<file path="src/design/mcf_pkg.sv">
// Shared constants, types and helpers of the multichannel comb filter.
// No dependencies; used by every module of the block except the generic mcf_ram.
package mcf_pkg;

  // Sizing
  localparam int MAX_DELAY   = 1024;
  localparam int CHANNELS    = 8;
  localparam int SAMPLE_BITS = 16;

  // Fixed field widths
  localparam int CHAN_BITS  = 3;
  localparam int GAIN_BITS  = 16;
  localparam int DELAY_BITS = 11;
  localparam int GAIN_FRAC  = 14;
  localparam int GAIN_ONE   = 16384;
  localparam int GAIN_HALF  = 8192;

  // Derived widths
  localparam int PTR_W     = $clog2(MAX_DELAY);
  localparam int DLY_W     = $clog2(MAX_DELAY + 1);
  localparam int DW        = (DLY_W > DELAY_BITS) ? DLY_W : DELAY_BITS;
  localparam int SLOT_W    = (CHANNELS > 1) ? $clog2(CHANNELS) : 1;
  localparam int MEM_DEPTH = CHANNELS * MAX_DELAY;
  localparam int ADDR_W    = $clog2(MEM_DEPTH);
  localparam int PROD_W    = GAIN_BITS + SAMPLE_BITS;
  localparam int SUM_W     = PROD_W + 1;

  // Configuration port
  localparam int PADDR_W = 4;
  localparam int PDATA_W = 32;
  localparam logic [PADDR_W-3:0] REG_GAIN  = 2'd0;
  localparam logic [PADDR_W-3:0] REG_DELAY = 2'd1;
  localparam logic [PADDR_W-3:0] REG_MODE  = 2'd2;

  // Register contents seen by the datapath
  typedef struct packed {
    logic signed [GAIN_BITS-1:0] gain;
    logic [DELAY_BITS-1:0]       delay_taps;
    logic                        feedback_mode;
  } cfg_t;

  // Tap addresses of one sample
  typedef struct packed {
    logic [ADDR_W-1:0] raddr;
    logic [ADDR_W-1:0] waddr;
    logic              hist_valid;
  } tap_t;

  // Channel field to slice index (channel modulo CHANNELS)
  function automatic logic [SLOT_W-1:0] chan_slot(input logic [CHAN_BITS-1:0] ch);
    int v;
    v = int'(ch);
    for (int i = 0; i < 7; i++) begin
      if (v >= CHANNELS) begin
        v = v - CHANNELS;
      end
    end
    return SLOT_W'(v);
  endfunction

endpackage

</file>
<file path="src/design/mcf_cfg.sv">
// APB-style configuration registers: gain, delay and feedback mode.
// Depends on mcf_pkg.
module mcf_cfg (
  input  logic                         clk_i,
  input  logic                         rst_ni,
  input  logic                         psel,
  input  logic                         penable,
  input  logic                         pwrite,
  input  logic [mcf_pkg::PADDR_W-1:0]  paddr,
  input  logic [mcf_pkg::PDATA_W-1:0]  pwdata,
  output logic [mcf_pkg::PDATA_W-1:0]  prdata,
  output logic                         pready,
  output mcf_pkg::cfg_t                cfg_o
);

  logic signed [mcf_pkg::GAIN_BITS-1:0] gain_q, gain_d;
  logic [mcf_pkg::DELAY_BITS-1:0]       delay_q, delay_d;
  logic                                 mode_q, mode_d;
  logic                                 wr_en;
  logic [mcf_pkg::PADDR_W-3:0]          reg_idx;

  assign pready  = 1'b1;
  assign wr_en   = psel && penable && pwrite;
  assign reg_idx = paddr[mcf_pkg::PADDR_W-1:2];

  // Write decode
  always_comb begin
    gain_d  = gain_q;
    delay_d = delay_q;
    mode_d  = mode_q;
    if (wr_en) begin
      case (reg_idx)
        mcf_pkg::REG_GAIN:  gain_d  = pwdata[mcf_pkg::GAIN_BITS-1:0];
        mcf_pkg::REG_DELAY: delay_d = pwdata[mcf_pkg::DELAY_BITS-1:0];
        mcf_pkg::REG_MODE:  mode_d  = pwdata[0];
        default: ;
      endcase
    end
  end

  always_ff @(posedge clk_i or negedge rst_ni) begin
    if (!rst_ni) begin
      gain_q  <= '0;
      delay_q <= mcf_pkg::DELAY_BITS'(1);
      mode_q  <= 1'b0;
    end else begin
      gain_q  <= gain_d;
      delay_q <= delay_d;
      mode_q  <= mode_d;
    end
  end

  // Read mux, gain sign extended
  always_comb begin
    case (reg_idx)
      mcf_pkg::REG_GAIN:  prdata = mcf_pkg::PDATA_W'(gain_q);
      mcf_pkg::REG_DELAY: prdata = mcf_pkg::PDATA_W'(delay_q);
      mcf_pkg::REG_MODE:  prdata = mcf_pkg::PDATA_W'(mode_q);
      default:            prdata = '0;
    endcase
  end

  assign cfg_o.gain          = gain_q;
  assign cfg_o.delay_taps    = delay_q;
  assign cfg_o.feedback_mode = mode_q;

endmodule

</file>
<file path="config.mk">
export PLATFORM = sky130hd
export DESIGN_NAME = mcf_cfg
export DESIGN_NICKNAME = d
export VERILOG_FILES = /design/src/design/mcf_pkg.sv /design/src/design/mcf_cfg.sv
export SDC_FILE = /design/constraint.sdc
export NUM_CORES = 1
export LEC_CHECK = 0
export BUFFER_PORTS_ARGS = -buffer_cell sky130_fd_sc_hd__buf_2
export CAP_MARGIN = 25
export CORE_MARGIN = 3
export CORE_UTILIZATION = 43
export CTS_BUF_LIST = sky130_fd_sc_hd__clkbuf_4 sky130_fd_sc_hd__clkbuf_8
export CTS_CLUSTER_SIZE = 40
export DETAILED_ROUTE_END_ITERATION = 16
export PLACE_DENSITY = 0.83
export SETUP_SLACK_MARGIN = 0.02
export SYNTH_ARGS = -nofsm -noshare
export SYNTH_HDL_FRONTEND = slang
export SYNTH_SLANG_ARGS = --single-unit
</file>
<file path="constraint.sdc">
create_clock -name clk_i -period 1.23 [get_ports clk_i]
set_input_delay 0.0615 -clock clk_i [delete_from_list [all_inputs] [get_ports clk_i]]
set_output_delay 0.0615 -clock clk_i [all_outputs]
set_load 0.01 [all_outputs]
</file>
==> impl_metrics.py <==
metrics = {
    "status": {
        "outcome": "complete, but fails checks",
        "failing_checks": "setup timing",
    },
    "final_layout": {
        "layout.area.seq_um2": 701.9,
        "finish.net_count": 252,
        "fraction_of_final_layout_cells_with_drive_strength_greater_than_1_pct": 64.76,
        "area_growth_syn_to_layout_pct": 41.12,
        "num-fill-cells": 247,
        "multi_input_comb_area_um2": 600.6,
        "antenna-diode-count": 0,
        "fin_cells": 254,
        "utilization_pct": 66.34,
    },
    "timing": {
        "worst_clock_skew_ps": 0,
        "max-slew-margin-rel_pct": 59.35,
        "max_freq_mhz": 763.4,
        "final.period_utilization_pct": 106.5,
        "worst_pin_slew_ps": 609.7,
        "grt_setup_unrepaired": "true",
        "report.final.hold_viol_count": 0,
        "setup_viol": 1,
        "min_period_ps": 1310,
        "setup_slack_ps": -79.98,
        "finalMaxSlewViolations": 0,
    },
    "synth": {
        "post_synth_most_frequent_cells": "sky130_fd_sc_hd__dfrtp_1, sky130_fd_sc_hd__buf_4, sky130_fd_sc_hd__mux2_2",
        "netlist-cell-type-count": 19,
        "yosysTopAreaCell": "sky130_fd_sc_hd__dfrtp_1",
        "synthesis.nets": 155,
        "synth_edf_count": 0,
        "postSynthAreaPerCell_um2": 13.10,
        "yosys.area.top_type_share_pct": 45.23,
        "postSynthCellCount": 114,
        "synth_seq_cells": 28,
        "post_synth_main_area_contributors": "sky130_fd_sc_hd__dfrtp_1, sky130_fd_sc_hd__mux2_2, sky130_fd_sc_hd__mux2_4",
        "yosys.cell_count.top_type": "sky130_fd_sc_hd__dfrtp_1",
        "async_reset_ff_share_pct": 100.0,
        "synthesis.yosys.warnings": 0,
        "netlist_area_um2": 1494,
        "ys_seq_area_share_pct": 46.98,
        "dominantRegCellSynth": "sky130_fd_sc_hd__dfrtp_1",
    },
    "floorplan": {
        "die_w_um": 64.94,
        "fp.coreArea_um2": 3178,
        "fp.dieH_um": 64.94,
        "boundaryPins": 102,
        "floorplan.die_area_um2": 4217,
        "floorplan.initialDensity_pct": 47.01,
        "row_count": 20,
    },
    "placement": {
        "place.detailed.hpwl_um": 2490,
        "post-place-cells": 224,
        "gp_congestion": 0.7108,
        "pre_cts_ws_ps": 41.79,
        "port_buffers": 82,
    },
    "critical_path": {
        "cp.arrival_ps": 1250,
        "slowest_cell_on_crit_path": "sky130_fd_sc_hd__dfstp_2",
        "timing.critical_path.slowest_cell_delay_ps": 560,
        "crit_buf_inv": 1,
        "reg2reg_depth": 2,
        "r2r_end": "gain_q[2]",
        "critical_path.reg2reg.startpoint": "gain_q[2]",
        "crit_path_cell_trace": "mux2i_1, o21ai_1, buf_2",
        "worst-setup-path-type": "register to primary output",
        "worstSetupStartpointType": "register",
        "rrSetupSlack_ps": 330,
        "end_kind": "primary output",
        "critPathRequiredTime_ps": 1170,
        "cp_top_family": "flip-flops",
        "setup.worst_path.start": "delay_q[0]",
        "path_max_fanout": 2,
    },
    "global_route": {
        "grt_usage_pct": 16.80,
        "grt_first_pass_wirelength_um": 5464,
        "antenna_violations_before_repair": 0,
        "use_met3_pct": 2.600,
        "grt_start_max_net_pins": 29,
        "grt_pass1_vias": 1161,
        "grtUsageMet2_pct": 32.31,
        "grt.busiest_layer": "met2",
        "met1_grt_util_pct": 18.83,
        "globalRoute.totalOverflow": 0,
    },
    "detailed_routing": {
        "first_pass_iters": 2,
        "drcViolationCount": 0,
        "drt_iter0_drc": 23,
        "via_per_inst": 4.709,
        "detail-route-antenna-nets": 0,
        "vias": 1196,
        "total_routed_wirelength_um": 3509,
        "avgRoutedWirePerCell_um": 13.81,
    },
    "worst_hold_path": {
        "hold-path-endpoint": "mode_q",
        "worstHoldStart": "paddr[2]",
        "min_delay_path_depth": 3,
        "hold_path.class": "input pin to register",
    },
    "clock_tree": {
        "tritoncts_num_sinks": 28,
        "clock_latency_ps": 320,
        "cts_buffer_depth": 2,
        "clock_tree.root_cell": "sky130_fd_sc_hd__clkbuf_4",
        "worst_setup_hold_path_clk_slew_ps": 160,
        "tritoncts_clock_tree": "done",
        "cts.htree.levels": 1,
        "cts_inserted_buffers": 3,
    },
    "pwr": {
        "power.total_mw": 2.883,
        "static-leakage-power_nw": 1.150,
        "peakVddDrop_mv": 0.7142,
        "power-per-cell-area_nw_per_um2": 1368,
    },
    "job": {
        "max_cap_viol_count": 0,
    },
}
==> state kept, by name, indices dropped and copies added (netlist names) <==
name     flops
mode_q       1
delay_q     11
gain_q      16
==> cell families (layout without fill, tap and decap cells) <==
group	after synthesis	after routing	synth area share, %
and+or+nand+nor	21	21	8.460
other	1	1	0.2510
DFF	28	28	46.99
muxes	39	39	30.99
buffers and inverters	24	120	12.98
AOI/OAI and AO/OA	1	1	0.3347
==> repair_timing <==
action,CTS,global route
pin swaps,0,4
hold endpoints to repair,52,3
resized for setup,3,2
setup endpoints to repair,18,28
hold buffers,16,1
buffers inserted,1,8
==> metal layers <==
metal	share of wire, %	wire [um]
met1	39	1373
met2	52	1822
met3	8.2	287
met4	0.71	25
met5	0	0
==> power by group <==
group | total, mW | leakage (nW) | internal, mW | switching (mW)
registers | 1.30 | 0.342 | 1.14 | 0.157
clock network | 0.453 | 0.0210 | 0.181 | 0.272
logic | 1.13 | 0.787 | 0.637 | 0.497
==> stage by stage <==
step	setup TNS (ps)	cell area [um^2]	hold WS (ps)
3_5_place_dp	0	1826	113.6
2_1_floorplan	0	1494	-234.1
6_report	-79.98	2108	206.6
3_3_place_gp	0	1826	105.0
4_1_cts	-86.75	2032	1.629
5_1_grt	-265.3	2108	182.7
==> cells in the final DEF, fill, tap and decap left out <==
master / Yosys / routed
sky130_fd_sc_hd__nand3b_1: 1 / 1
sky130_fd_sc_hd__mux2_2: 18 / 18
sky130_fd_sc_hd__dfrtp_1: 27 / 27
sky130_fd_sc_hd__buf_6: 2 / 1
sky130_fd_sc_hd__conb_1: 1 / 1
sky130_fd_sc_hd__nor3b_1: 1 / 1
sky130_fd_sc_hd__nor3b_2: 1 / 1
sky130_fd_sc_hd__o21ai_1: 0 / 1
sky130_fd_sc_hd__nand3_2: 1 / 1
sky130_fd_sc_hd__nor2_1: 11 / 11
sky130_fd_sc_hd__nor3_4: 1 / 1
sky130_fd_sc_hd__clkbuf_8: 0 / 1
sky130_fd_sc_hd__and2_4: 0 / 1
sky130_fd_sc_hd__dlygate4sd3_1: 0 / 17
sky130_fd_sc_hd__and2_1: 5 / 4
sky130_fd_sc_hd__buf_4: 19 / 17
sky130_fd_sc_hd__mux2_4: 10 / 10
sky130_fd_sc_hd__clkbuf_4: 0 / 3
sky130_fd_sc_hd__dfstp_2: 1 / 1
sky130_fd_sc_hd__mux2i_1: 11 / 11
sky130_fd_sc_hd__buf_2: 1 / 81
==> worst reg2reg max path: stages, from the launching register on <==
cell	delay [ps]
sky130_fd_sc_hd__dfrtp_1	410
sky130_fd_sc_hd__buf_4	140
sky130_fd_sc_hd__mux2_4	260
==> worst max path at each step <==
| stage | to | slack (ps) | depth (start not counted) |
|---|---|---|---|
| after floorplan | gain_q[0] | 120 | 4 |
| after global placement | delay_q[7] | 80 | 5 |
| after detailed placement | delay_q[4] | 40 | 5 |
| after CTS | prdata[0] | -90 | 3 |
| after global routing | prdata[0] | -160 | 3 |
| final | prdata[0] | -80 | 3 |
==> area by class of cell <==
| class | count | area share [%] |
|---|---|---|
| clock buffer | 4 | 1.721 |
| timing repair buffer | 116 | 33.89 |
| tap | 44 | 2.611 |
| sequential | 28 | 33.29 |
| multi-input combinational | 62 | 28.49 |
Note: power is estimated with default switching activity, not from simulation.
