`src/design/mcf_pkg.sv`:
```
// Shared constants, types and helpers of the multichannel comb filter.
// No dependencies; used by every module of the block except the generic mcf_ram.
package mcf_pkg;

  // Sizing
  localparam int MAX_DELAY   = 1024;
  localparam int CHANNELS    = 8;
  localparam int SAMPLE_BITS = 16;

  // Fixed field widths
  localparam int CHAN_BITS  = 3;
  localparam int GAIN_BITS  = 16;
  localparam int DELAY_BITS = 11;
  localparam int GAIN_FRAC  = 14;
  localparam int GAIN_ONE   = 16384;
  localparam int GAIN_HALF  = 8192;

  // Derived widths
  localparam int PTR_W     = $clog2(MAX_DELAY);
  localparam int DLY_W     = $clog2(MAX_DELAY + 1);
  localparam int DW        = (DLY_W > DELAY_BITS) ? DLY_W : DELAY_BITS;
  localparam int SLOT_W    = (CHANNELS > 1) ? $clog2(CHANNELS) : 1;
  localparam int MEM_DEPTH = CHANNELS * MAX_DELAY;
  localparam int ADDR_W    = $clog2(MEM_DEPTH);
  localparam int PROD_W    = GAIN_BITS + SAMPLE_BITS;
  localparam int SUM_W     = PROD_W + 1;

  // Configuration port
  localparam int PADDR_W = 4;
  localparam int PDATA_W = 32;
  localparam logic [PADDR_W-3:0] REG_GAIN  = 2'd0;
  localparam logic [PADDR_W-3:0] REG_DELAY = 2'd1;
  localparam logic [PADDR_W-3:0] REG_MODE  = 2'd2;

  // Register contents seen by the datapath
  typedef struct packed {
    logic signed [GAIN_BITS-1:0] gain;
    logic [DELAY_BITS-1:0]       delay_taps;
    logic                        feedback_mode;
  } cfg_t;

  // Tap addresses of one sample
  typedef struct packed {
    logic [ADDR_W-1:0] raddr;
    logic [ADDR_W-1:0] waddr;
    logic              hist_valid;
  } tap_t;

  // Channel field to slice index (channel modulo CHANNELS)
  function automatic logic [SLOT_W-1:0] chan_slot(input logic [CHAN_BITS-1:0] ch);
    int v;
    v = int'(ch);
    for (int i = 0; i < 7; i++) begin
      if (v >= CHANNELS) begin
        v = v - CHANNELS;
      end
    end
    return SLOT_W'(v);
  endfunction

endpackage

```
`src/design/mcf_tap.sv`:
```
// Per-channel write pointers and fill flags; forms the read and write taps.
// Depends on mcf_pkg.
module mcf_tap (
  input  logic                             clk_i,
  input  logic                             rst_ni,
  input  logic                             acc_i,
  input  logic [mcf_pkg::CHAN_BITS-1:0]    chan_i,
  input  logic [mcf_pkg::DELAY_BITS-1:0]   delay_taps_i,
  output mcf_pkg::tap_t                    tap_o
);

  logic [mcf_pkg::PTR_W-1:0]  wp_q [mcf_pkg::CHANNELS];
  logic [mcf_pkg::PTR_W-1:0]  wp_d [mcf_pkg::CHANNELS];
  logic [mcf_pkg::CHANNELS-1:0] wrap_q, wrap_d;

  logic [mcf_pkg::SLOT_W-1:0] slot;
  logic [mcf_pkg::PTR_W-1:0]  wp, rd, wp_next;
  logic                       wp_last;
  logic [mcf_pkg::DW-1:0]     d_raw, d_clamp, wp_ext;
  logic [mcf_pkg::ADDR_W-1:0] base;

  assign slot    = mcf_pkg::chan_slot(chan_i);
  assign wp      = wp_q[slot];
  assign wp_last = (wp == mcf_pkg::PTR_W'(mcf_pkg::MAX_DELAY - 1));
  assign wp_next = wp_last ? '0 : wp + mcf_pkg::PTR_W'(1);

  // Delay limited to 1..MAX_DELAY
  always_comb begin
    d_raw = mcf_pkg::DW'(delay_taps_i);
    if (d_raw == '0) begin
      d_clamp = mcf_pkg::DW'(1);
    end else if (d_raw > mcf_pkg::DW'(mcf_pkg::MAX_DELAY)) begin
      d_clamp = mcf_pkg::DW'(mcf_pkg::MAX_DELAY);
    end else begin
      d_clamp = d_raw;
    end
  end

  // Read slot = (wp - delay) mod MAX_DELAY
  assign wp_ext = mcf_pkg::DW'(wp);
  assign rd = (wp_ext >= d_clamp) ? mcf_pkg::PTR_W'(wp_ext - d_clamp)
            : mcf_pkg::PTR_W'(wp_ext + mcf_pkg::DW'(mcf_pkg::MAX_DELAY) - d_clamp);

  assign base = mcf_pkg::ADDR_W'(slot) * mcf_pkg::ADDR_W'(mcf_pkg::MAX_DELAY);

  assign tap_o.raddr      = base + mcf_pkg::ADDR_W'(rd);
  assign tap_o.waddr      = base + mcf_pkg::ADDR_W'(wp);
  // Slots below the pointer, or all slots after a wrap, hold written history
  assign tap_o.hist_valid = wrap_q[slot] || (rd < wp);

  // Pointer advance on each transfer
  always_comb begin
    wp_d   = wp_q;
    wrap_d = wrap_q;
    if (acc_i) begin
      wp_d[slot] = wp_next;
      if (wp_last) begin
        wrap_d[slot] = 1'b1;
      end
    end
  end

  always_ff @(posedge clk_i or negedge rst_ni) begin
    if (!rst_ni) begin
      for (int i = 0; i < mcf_pkg::CHANNELS; i++) begin
        wp_q[i] <= '0;
      end
      wrap_q <= '0;
    end else begin
      wp_q   <= wp_d;
      wrap_q <= wrap_d;
    end
  end

endmodule

```
`config.mk`:
```
export PLATFORM = sky130hd
export DESIGN_NAME = mcf_tap
export DESIGN_NICKNAME = d
export VERILOG_FILES = /design/src/design/mcf_pkg.sv /design/src/design/mcf_tap.sv
export SDC_FILE = /design/constraint.sdc
export NUM_CORES = 1
export LEC_CHECK = 0
export BUFFER_PORTS_ARGS = -buffer_cell sky130_fd_sc_hd__buf_2
export CORE_MARGIN = 5
export CORE_UTILIZATION = 54
export CTS_CLUSTER_DIAMETER = 100
export DETAILED_ROUTE_END_ITERATION = 16
export GPL_TIMING_DRIVEN = 1
export PLACE_DENSITY = 0.77
export SYNTH_ARGS = -nofsm -noshare
export SYNTH_HDL_FRONTEND = slang
export SYNTH_SLANG_ARGS = --single-unit
```
`constraint.sdc`:
```
create_clock -name clk_i -period 3.6 [get_ports clk_i]
set_input_delay 0.36 -clock clk_i [delete_from_list [all_inputs] [get_ports clk_i]]
set_output_delay 0.36 -clock clk_i [all_outputs]
set_load 0.05 [all_outputs]
```
==> results.tsv, run 1 <==
metric	value	unit
RD Place Congestion	0.870	
final WL	12500	um
relative slew slack	0.349	
drt first pass iters	5	
total power draw	4.15	mW
clock root buffer	clkbuf_8	
RSZ-0062 raised after global routing	true	
Synth cell types	62	
metal3 WL	664	um
CTS Hold Bufs	0	
H-tree Lvls	3	
number of buffers created by CTS	9	
asr flop ratio synth	1.00	
nets	618	
largest net degree at the start of global routing	71	
maximum clock rate	0.239	GHz
R2R setup slack	790	ps
Layout area overhead	23.0	%
Filler cells	640	
clk sinks	88	
die width	105	um
GRT overflow	0	
Buffers on Ports	43	
Starting DRT DRC Count	235	
worst slew pin tran	974	ps
crit-path max FO	2	
layout cells sized above 1	0.346	
VDD IR max	0.315	mV
Yosys warning total	0	
Worst-path clk slew	90	ps
final antenna-violating net count	0	
period utilization	1.16	
top layer reached by signal wires	met4	
Setup CP Type	reg2out	
register area share after synthesis	0.450	
CTS Buffer Depth	2	
Max-Cap Viols	0	
setup TNS after final layout	-599	ps
Worst setup EP type	primary output	
met2 wire len	6290	um
initial antenna violation count	0	
n_diodes	0	
placed cell count	673	
RR Endpoint	wp_q[6]$_DFFE_PN0P_	
first-pass GRT wire length	20800	um
WL per Instance	18.0	um
Tmin final	4180	ps
CP Launch Type	flip-flop	
number of flops mapped to enable cells by yosys	0	
Hold Violations, Final	0	
final core utilization	0.686	
DRT met1 WL	5370	um
Slew Limit Fails	0	
Min-Delay Path Class	in2async	
Vias/cell	5.93	
Synth Cell Area	4890	um^2
DP HPWL	9140	um
pwr dens	690	nW/um^2
flops & latches, synth	88	
Post-Syn Instances	494	
clock skew	11.6	ps
number of global-route vias before repair	4086	
Pleak	2.79	nW
Global Route Usage Sum	0.232	
die height	105	um
Worst Path Arrival	3820	ps
clk_lat worst skew	350	ps
worst flop-to-flop path startpoint	wp_q[40]$_DFFE_PN0P_	
Via Count	4106	
outcome	finished, violations left	
reg2reg path depth	10	
final-report setup violation count	2	
most used flip-flop cell after synthesis	dfrtp_1	
DIE AREA	11100	um^2
# DRC	0	
num rows	34	
initial core utilization	0.558	
setup ws final	-577	ps
fin cells	692	
Placeable Area	8760	um^2
num ports	44	
TritonCTS clock tree	built	
syn_area_per_cell	9.90	um^2
syn_nets	532	
failing checks	setup timing	
Req. time, crit path	3240	ps
-- report_power, final --
part           leakage, nW  total [mW]  switching, mW  internal [mW]
sequential            1.15        1.36          0.129           1.23
clock                0.101       0.720          0.336          0.384
combinational         1.54        2.07           1.25          0.829
-- synthesized netlist by cell type (11+ instances only) --
cell	count	area (um^2)
a21oi_1	11	55.1
inv_1	15	56.3
ha_1	20	250
dfrtp_1	88	2200
clkbuf_1	17	63.8
mux2i_1	12	120
o21ai_0	60	300
o21ai_1	27	135
nand2_1	88	330
-- cells in the final DEF, fill, tap and decap left out, drive strengths merged, types with 4 or more instances in the layout --
cell / synthesis / routed
buf: 18 / 109
nand2: 90 / 90
o21ai: 89 / 89
dfrtp: 88 / 88
ha: 20 / 20
inv: 17 / 15
mux2i: 12 / 12
clkbuf: 19 / 12
mux2: 11 / 11
nor2: 11 / 11
a21oi: 11 / 11
o21bai: 9 / 9
nand2b: 9 / 9
nand3: 8 / 8
a221oi: 8 / 8
xnor2: 8 / 8
a22oi: 6 / 6
mux4: 5 / 5
nor2b: 5 / 5
nor3: 5 / 5
nor4: 5 / 5
o22a: 4 / 4
clkinvlp: 0 / 4
o21a: 4 / 4
xor2: 4 / 4
-- worst max-delay path, cell delays in order (launching register included) --
cell and delay, ps:
dfrtp_1 390, mux2_2 280, a22oi_2 130, o221a_1 280, ha_2 200, inv_1 60, fa_2 340, nand2_1 60
nand2_1 60, a21oi_2 160, o21bai_1 100, a21oi_2 170, o21ai_2 120, xor2_4 200, ha_1 280, o21ai_1 60
nand2b_1 70, a21oi_1 50, a211o_2 280, buf_6 160
-- repair_timing --
item	4_1_cts	5_1_grt
pin swaps	7	6
cloned	0	0
buffers inserted	1	3
setup endpoints to repair	5	6
resized for setup	12	6
-- through the flow --
stage | area, um^2 | hold slack [ps] | setup WS [ps]
2_1_floorplan | 5160 | 64.4 | -546
3_3_place_gp | 5740 | 454 | -585
3_5_place_dp | 5740 | 462 | -749
4_1_cts | 5970 | 138 | -552
5_1_grt | 6010 | 191 | -726
6_report | 6010 | 103 | -577
-- cells by family (layout without fill, tap and decap cells) --
kind of cell,after synthesis,count (layout),synth area share
AO/OA/AOI/OAI,151,151,0.194
XOR/XNOR,12,12,0.0230
adder cells (fa/ha/maj),21,21,0.0553
buffers and inverters,54,144,0.0642
flip-flops,88,88,0.450
multiplexers,28,28,0.0745
AND/OR/NAND/NOR,140,140,0.139
-- worst max-delay path by stage --
stage	from	endpoint	slack, ps	cells past startpoint
finish	wp_q[40]$_DFFE_PN0P_	tap_o[0]	-580	19
global route	wp_q[40]$_DFFE_PN0P_	tap_o[0]	-730	19
CTS	wp_q[60]$_DFFE_PN0P_	tap_o[0]	-550	19
detailed placement	chan_i[1]	tap_o[0]	-750	16
global placement	chan_i[1]	tap_o[0]	-580	16
floorplan	chan_i[1]	tap_o[0]	-550	18
-- layout make-up --
type                       count  area [um^2]  area share
timing repair buffer         112          759       0.126
sequential                    88         2200       0.366
inverter                      17         81.3      0.0135
tap                          108          135      0.0225
clock buffer                   9          124      0.0206
multi-input combinational    352         2630       0.437
clock inverter                 6         85.1      0.0141
-- sequential cells by signal (all words and copies together) (netlist names) --
register,cells
wp_q,80
wrap_q,8
-- layer usage --
| metal | up-vias | global-route usage |
|---|---|---|
| li1 | 1904 | - |
| met1 | 2015 | 0.306 |
| met2 | 171 | 0.393 |
| met3 | 16 | 0.0395 |
| met4 | 0 | 0.0721 |
| met5 | - | 0 |
No activity file was read; power rests on OpenSTA's default activity.
==> run 2: changes to the inputs <==
- BUFFER_PORTS_ARGS: -buffer_cell sky130_fd_sc_hd__buf_2 -> -buffer_cell sky130_fd_sc_hd__buf_4
- CORE_MARGIN: 5 -> unset
==> run 2 against run 1 <==
- sequential power about the same
- via count increased by 1.6%
- setup slack got worse by 25 ps
- sequential cell count unchanged
- clock skew decreased by 0.77 ps
- die area decreased by 15%
- the run still ends with setup timing left
- count of clock-buffer cells in the layout increased by 1
- power increased by 6.2%
- cell count increased by 1.3%
- critical path depth decreased by 3
- register-to-register slack about the same
==> results.tsv, run 2 (synthesized netlist as in run 1, its figures left out) <==
metric	value	unit	change
pwr dens	706	nW/um^2	+2.3%
outcome	finished, violations left		
Req. time, crit path	3240	ps	about the same
clk sinks	88		unchanged
failing checks	setup timing		
RSZ-0062 raised after global routing	true		
die width	97.1	um	-7.6%
number of buffers created by CTS	9		unchanged
WL per Instance	17.9	um	-0.64%
worst hold margin	181	ps	+78.3 ps
number of global-route vias before repair	4227		+3.5%
Filler cells	602		-5.9%
Worst-path clk slew	90	ps	about the same
Vias/cell	5.95		+0.33%
most frequent cells in the layout	buf_4 (115), nand2_1 (88), dfrtp_1 (88)		
Hold Violations, Final	0		unchanged
VDD IR max	0.307	mV	-2.7%
Starting DRT DRC Count	332		+41%
final core utilization	0.712		+0.0260
Max-Cap Viols	0		unchanged
initial core utilization	0.558		unchanged
most used routing layer	met2		
Layout area overhead	27.7	%	
Pleak	2.89	nW	+3.8%
Worst setup EP type	primary output		
die height	97.1	um	-7.6%
RD Place Congestion	0.879		+1.0%
GRT overflow	0		unchanged
maximum clock rate	0.238	GHz	-0.60%
worst slew pin tran	1080	ps	+106 ps
storage element area	2200	um^2	unchanged
Cell Area, Placed	5890	um^2	+2.6%
num rows	34		unchanged
largest net degree at the start of global routing	89		+25%
placed cell count	677		+0.59%
Setup CP Type	reg2out		
Largest regs	wp_q x80, wrap_q x8		
DIE AREA	9440	um^2	-15%
commonest non-fill, non-tap cell in the layout	buf_4		
DP HPWL	8740	um	-4.4%
drt first pass iters	5		unchanged
period utilization	1.17		+0.00696
setup ws final	-602	ps	-25.1 ps
H-tree Lvls	3		unchanged
pre-CTS setup slack	-567	ps	+182 ps
fin area	6240	um^2	+3.8%
multi-input logic area	2660	um^2	+1.1%
first-pass GRT wire length	20800	um	+0.30%
# DRC	0		unchanged
relative slew slack	0.280		-0.0684
Buffers on Ports	43		unchanged
Slew Limit Fails	0		unchanged
final antenna-violating net count	0		unchanged
num ports	44		unchanged
fin cells	701		+1.3%
CTS Hold Bufs	0		unchanged
nets	627		+1.5%
Global Route Usage Sum	0.280		+0.0478
Largest Register	wp_q		
layout cells sized above 1	0.361		+0.0150
GR Util met3	0.0475		+0.00802
Worst Path Arrival	3840	ps	+20 ps
Placeable Area	8760	um^2	unchanged
n_diodes	0		unchanged
clk_lat worst skew	360	ps	about the same
TritonCTS clock tree	built		
CTS Buffer Depth	2		unchanged
initial antenna violation count	0		unchanged
Largest register FFs	80		unchanged
met2 usage	0.463		+0.0701
Min-Delay Path Class	in2async		
Tmin final	4200	ps	+25.1 ps
CP Launch Type	flip-flop		
clock root buffer	clkbuf_8		
crit-path max FO	3		+1
final WL	12600	um	+0.66%
final-report setup violation count	3		+1
clock skew	10.8	ps	-0.766 ps
grt met1 use	0.374		+0.0689
Via Count	4173		+1.6%
run 2: cell types whose count changed in the layout (fill, tap and decap cells not counted), moves of 3 or more:
cell / previous run / this run
clkbuf_4: 3 / 0
buf_8: 0 / 3
buf_4: 69 / 115
buf_2: 37 / 0
run 2: layer usage:
| layer | part of all wire | vias up |
|---|---|---|
| met5 | 0 | - |
| met4 | 0.021 | 0 |
| met3 | 0.069 | 27 |
| met2 | 0.48 | 195 |
| met1 | 0.43 | 2031 |
| li1 | - | 1920 |
run 2: repair_timing:
action	CTS	global route
pin swaps	20	10
buffers inserted	7	3
setup endpoints to repair	5	5
resized for setup	16	5
run 2: layout make-up:
type / instances / area share
timing repair buffer: 121 / 0.152
clock buffer: 10 / 0.0204
sequential: 88 / 0.353
inverter: 17 / 0.0140
clock inverter: 5 / 0.0130
multi-input combinational: 352 / 0.426
tap: 108 / 0.0217
run 2: final timing paths:
| kind | slack (ps) | start | depth (start not counted) | endpoint |
|---|---|---|---|---|
| setup / recovery | -600 | wp_q[11]$_DFFE_PN0P_ | 16 | tap_o[0] |
| hold / removal | 180 | rst_ni | 1 | wrap_q[6]$_DFFE_PN0P_ |
| setup reg to reg | 800 | wp_q[11]$_DFFE_PN0P_ | 9 | wp_q[6]$_DFFE_PN0P_ |
| hold reg to reg | 480 | wp_q[45]$_DFFE_PN0P_ | 2 | wp_q[45]$_DFFE_PN0P_ |
| max in group asynchronous | 2720 | rst_ni | 1 | wp_q[70]$_DFFE_PN0P_ |
| min in group clk_i | 420 | acc_i | 3 | wp_q[8]$_DFFE_PN0P_ |
run 2: through the flow:
stage / TNS, ps / power, mW
floorplan: -546 / 2.80
finish: -718 / 4.41
global placement: -472 / 3.39
CTS: -696 / 4.35
global route: -1260 / 4.64
detailed placement: -567 / 3.48
run 2: worst max-delay path: stages, from the launching register on:
cell      delay [ps]
dfrtp_1          390
mux4_2           480
mux2i_2          200
bufinv_8         230
ha_4             250
nor2b_4          130
o21ai_2           70
a21boi_2         170
o21ai_2           90
buf_4            140
a21oi_4          250
a31oi_4          150
xnor2_4          180
ha_4             280
a21oi_2           50
a211o_2          280
buf_8            150
run 2: power breakdown:
part	switching, mW	internal, mW	leakage (nW)
Combinational	1.27	1.04	1.64
Clock	0.356	0.389	0.103
Sequential	0.133	1.23	1.15
Total	1.76	2.65	2.89
==> run 3: changes to the inputs <==
- CORE_ASPECT_RATIO: unset -> 1.5
- CTS_CLUSTER_SIZE: unset -> 10
==> run 3 against run 2 <==
- the flow still finishes with violations (setup timing)
- setup slack worse by 18 ps
- sequential cell count unchanged
- sequential power is essentially flat
- routed wire length up 0.58%
- via count fell by 1.4%
- critical path depth unchanged
- highest routed layer unchanged
==> results.tsv, run 3 (synthesized netlist as in run 1, its figures left out) <==
metric	value	unit	change
outcome	finished, violations left		
failing checks	setup timing		
Worst setup EP type	primary output		
RD Place Congestion	0.836		-4.9%
n_diodes	0		unchanged
Vias/cell	5.89		-1.1%
first-pass GRT wire length	20400	um	-2.1%
commonest non-fill, non-tap cell in the layout	buf_4		
Req. time, crit path	3240	ps	about the same
Largest Register	wp_q		
CP Launch Type	flip-flop		
final antenna-violating net count	0		unchanged
relative slew slack	0.263		-0.0174
CTS Buffer Depth	2		unchanged
met2 usage	0.484		+0.0214
clock power share	0.209		+0.040
storage element area	2200	um^2	unchanged
Max-Cap Viols	0		unchanged
Placeable Area	8830	um^2	+0.74%
drt first pass iters	5		unchanged
die height	119	um	+22%
switching portion of total power	0.389		-0.00942
Worst Path Arrival	3860	ps	+20 ps
Gate power share	0.490		-0.033
die width	79.7	um	-18%
Pleak	2.90	nW	+0.14%
Tmin final	4220	ps	+18.0 ps
Via Count	4115		-1.4%
largest net degree at the start of global routing	89		unchanged
grt met1 use	0.353		-0.0215
TritonCTS clock tree	built		
most used routing layer	met2		
num rows	42		+24%
DIE AREA	9450	um^2	about the same
period utilization	1.17		+0.00501
clk sinks	88		unchanged
DP HPWL	9010	um	+3.1%
initial core utilization	0.554		-0.00411
multi-input logic area	2640	um^2	-0.75%
Buffers on Ports	43		unchanged
Layout area overhead	28.0	%	
Hold Violations, Final	0		unchanged
WL per Instance	18.1	um	+0.87%
# DRC	0		unchanged
initial antenna violation count	0		unchanged
worst slew pin tran	1110	ps	+26.1 ps
fin area	6260	um^2	+0.24%
Starting DRT DRC Count	458		+38%
Worst-path clk slew	60	ps	-30 ps
Min-Delay Path Class	in2async		
maximum clock rate	0.237	GHz	-0.43%
Int Pwr	2.76	mW	+4.2%
clock skew	6.21	ps	-4.61 ps
Cell Area, Placed	5850	um^2	-0.55%
NetSw	1.76	mW	+0.15%
Slew Limit Fails	0		unchanged
VDD IR max	0.568	mV	+85%
pre-CTS setup slack	-637	ps	-70.6 ps
GR Util met3	0.0432		-0.00424
setup ws final	-620	ps	-18.0 ps
sequential power share	0.301		-0.007
layout cells sized above 1	0.353		-0.00774
clock root buffer	clkbuf_16		
pwr dens	723	nW/um^2	+2.3%
num ports	44		unchanged
Setup CP Type	reg2out		
H-tree Lvls	3		unchanged
most frequent cells in the layout	buf_4 (114), nand2_1 (88), dfrtp_1 (88)		
nets	623		-0.64%
Global Route Usage Sum	0.287		+0.00662
final WL	12600	um	+0.58%
final-report setup violation count	2		-1
Largest regs	wp_q x80, wrap_q x8		
RSZ-0062 raised after global routing	true		
number of buffers created by CTS	9		unchanged
crit-path max FO	3		unchanged
Filler cells	628		+4.3%
number of global-route vias before repair	4134		-2.2%
clk_lat worst skew	340	ps	-20 ps
Largest register FFs	80		unchanged
fin cells	699		-0.29%
GRT overflow	0		unchanged
placed cell count	676		-0.15%
-- run 3: what timing repair did --
action,in CTS,in global routing
hold endpoints to repair,0,0
endpoints found under the setup margin,4,5
resized for setup,12,4
hold buffers,0,0
pin swaps,13,7
buffers inserted,5,3
-- run 3: worst paths after layout --
| kind | cells past startpoint | end | slack (ps) | from |
|---|---|---|---|---|
| worst min-delay path | 1 | wp_q[48]$_DFFE_PN0P_ | 210 | rst_ni |
| worst max register to register | 12 | wp_q[15]$_DFFE_PN0P_ | 670 | wp_q[70]$_DFFE_PN0P_ |
| worst min register to register | 1 | wrap_q[1]$_DFFE_PN0P_ | 470 | wrap_q[1]$_DFFE_PN0P_ |
| min in group clk_i | 3 | wp_q[47]$_DFFE_PN0P_ | 460 | acc_i |
| max in group asynchronous | 1 | wp_q[64]$_DFFE_PN0P_ | 2660 | rst_ni |
| worst max-delay path | 16 | tap_o[0] | -620 | wp_q[11]$_DFFE_PN0P_ |
-- run 3: layer usage --
layer | routed length, um | part of all wire
met1 | 5020 | 0.40
met2 | 6760 | 0.53
met3 | 487 | 0.039
met4 | 382 | 0.030
met5 | 0 | 0
-- run 3: power groups by stage --
stage	sequential, mW	clock [mW]	combinational, mW
4_1_cts	1.36	0.946	2.17
6_report	1.36	0.943	2.22
3_5_place_dp	1.37	0	2.08
2_1_floorplan	1.33	0	1.47
5_1_grt	1.39	0.997	2.38
3_3_place_gp	1.35	0	2.02
-- run 3: final cells by class --
type                    instances  area share
clock buffers                  13      0.0416
clock inverters                 2     0.00620
inverters                      17      0.0140
multi-input cells             352       0.421
flip-flops and latches         88       0.352
well taps                     110      0.0220
repair buffers                117       0.143
-- run 3: metrics by stage --
stage                util  power (mW)  hold WS, ps  setup TNS, ps
floorplan               -        2.80         64.4           -546
global placement    0.663        3.37          457           -571
detailed placement  0.663        3.45          461           -637
CTS                 0.704        4.47          265           -627
global route        0.709        4.76          311          -1020
finish              0.709        4.52          211           -715
-- run 3: worst max-delay path, cell delays in order (launching register included) --
cell	delay, ps
dfrtp_1	390
mux4_2	480
mux2i_2	210
bufinv_8	230
ha_4	250
nor2b_4	130
o21ai_2	80
a21boi_2	180
o21ai_2	90
buf_4	150
a21oi_4	240
a31oi_4	150
xnor2_4	180
ha_4	280
a21oi_1	60
a211o_2	280
buf_8	150
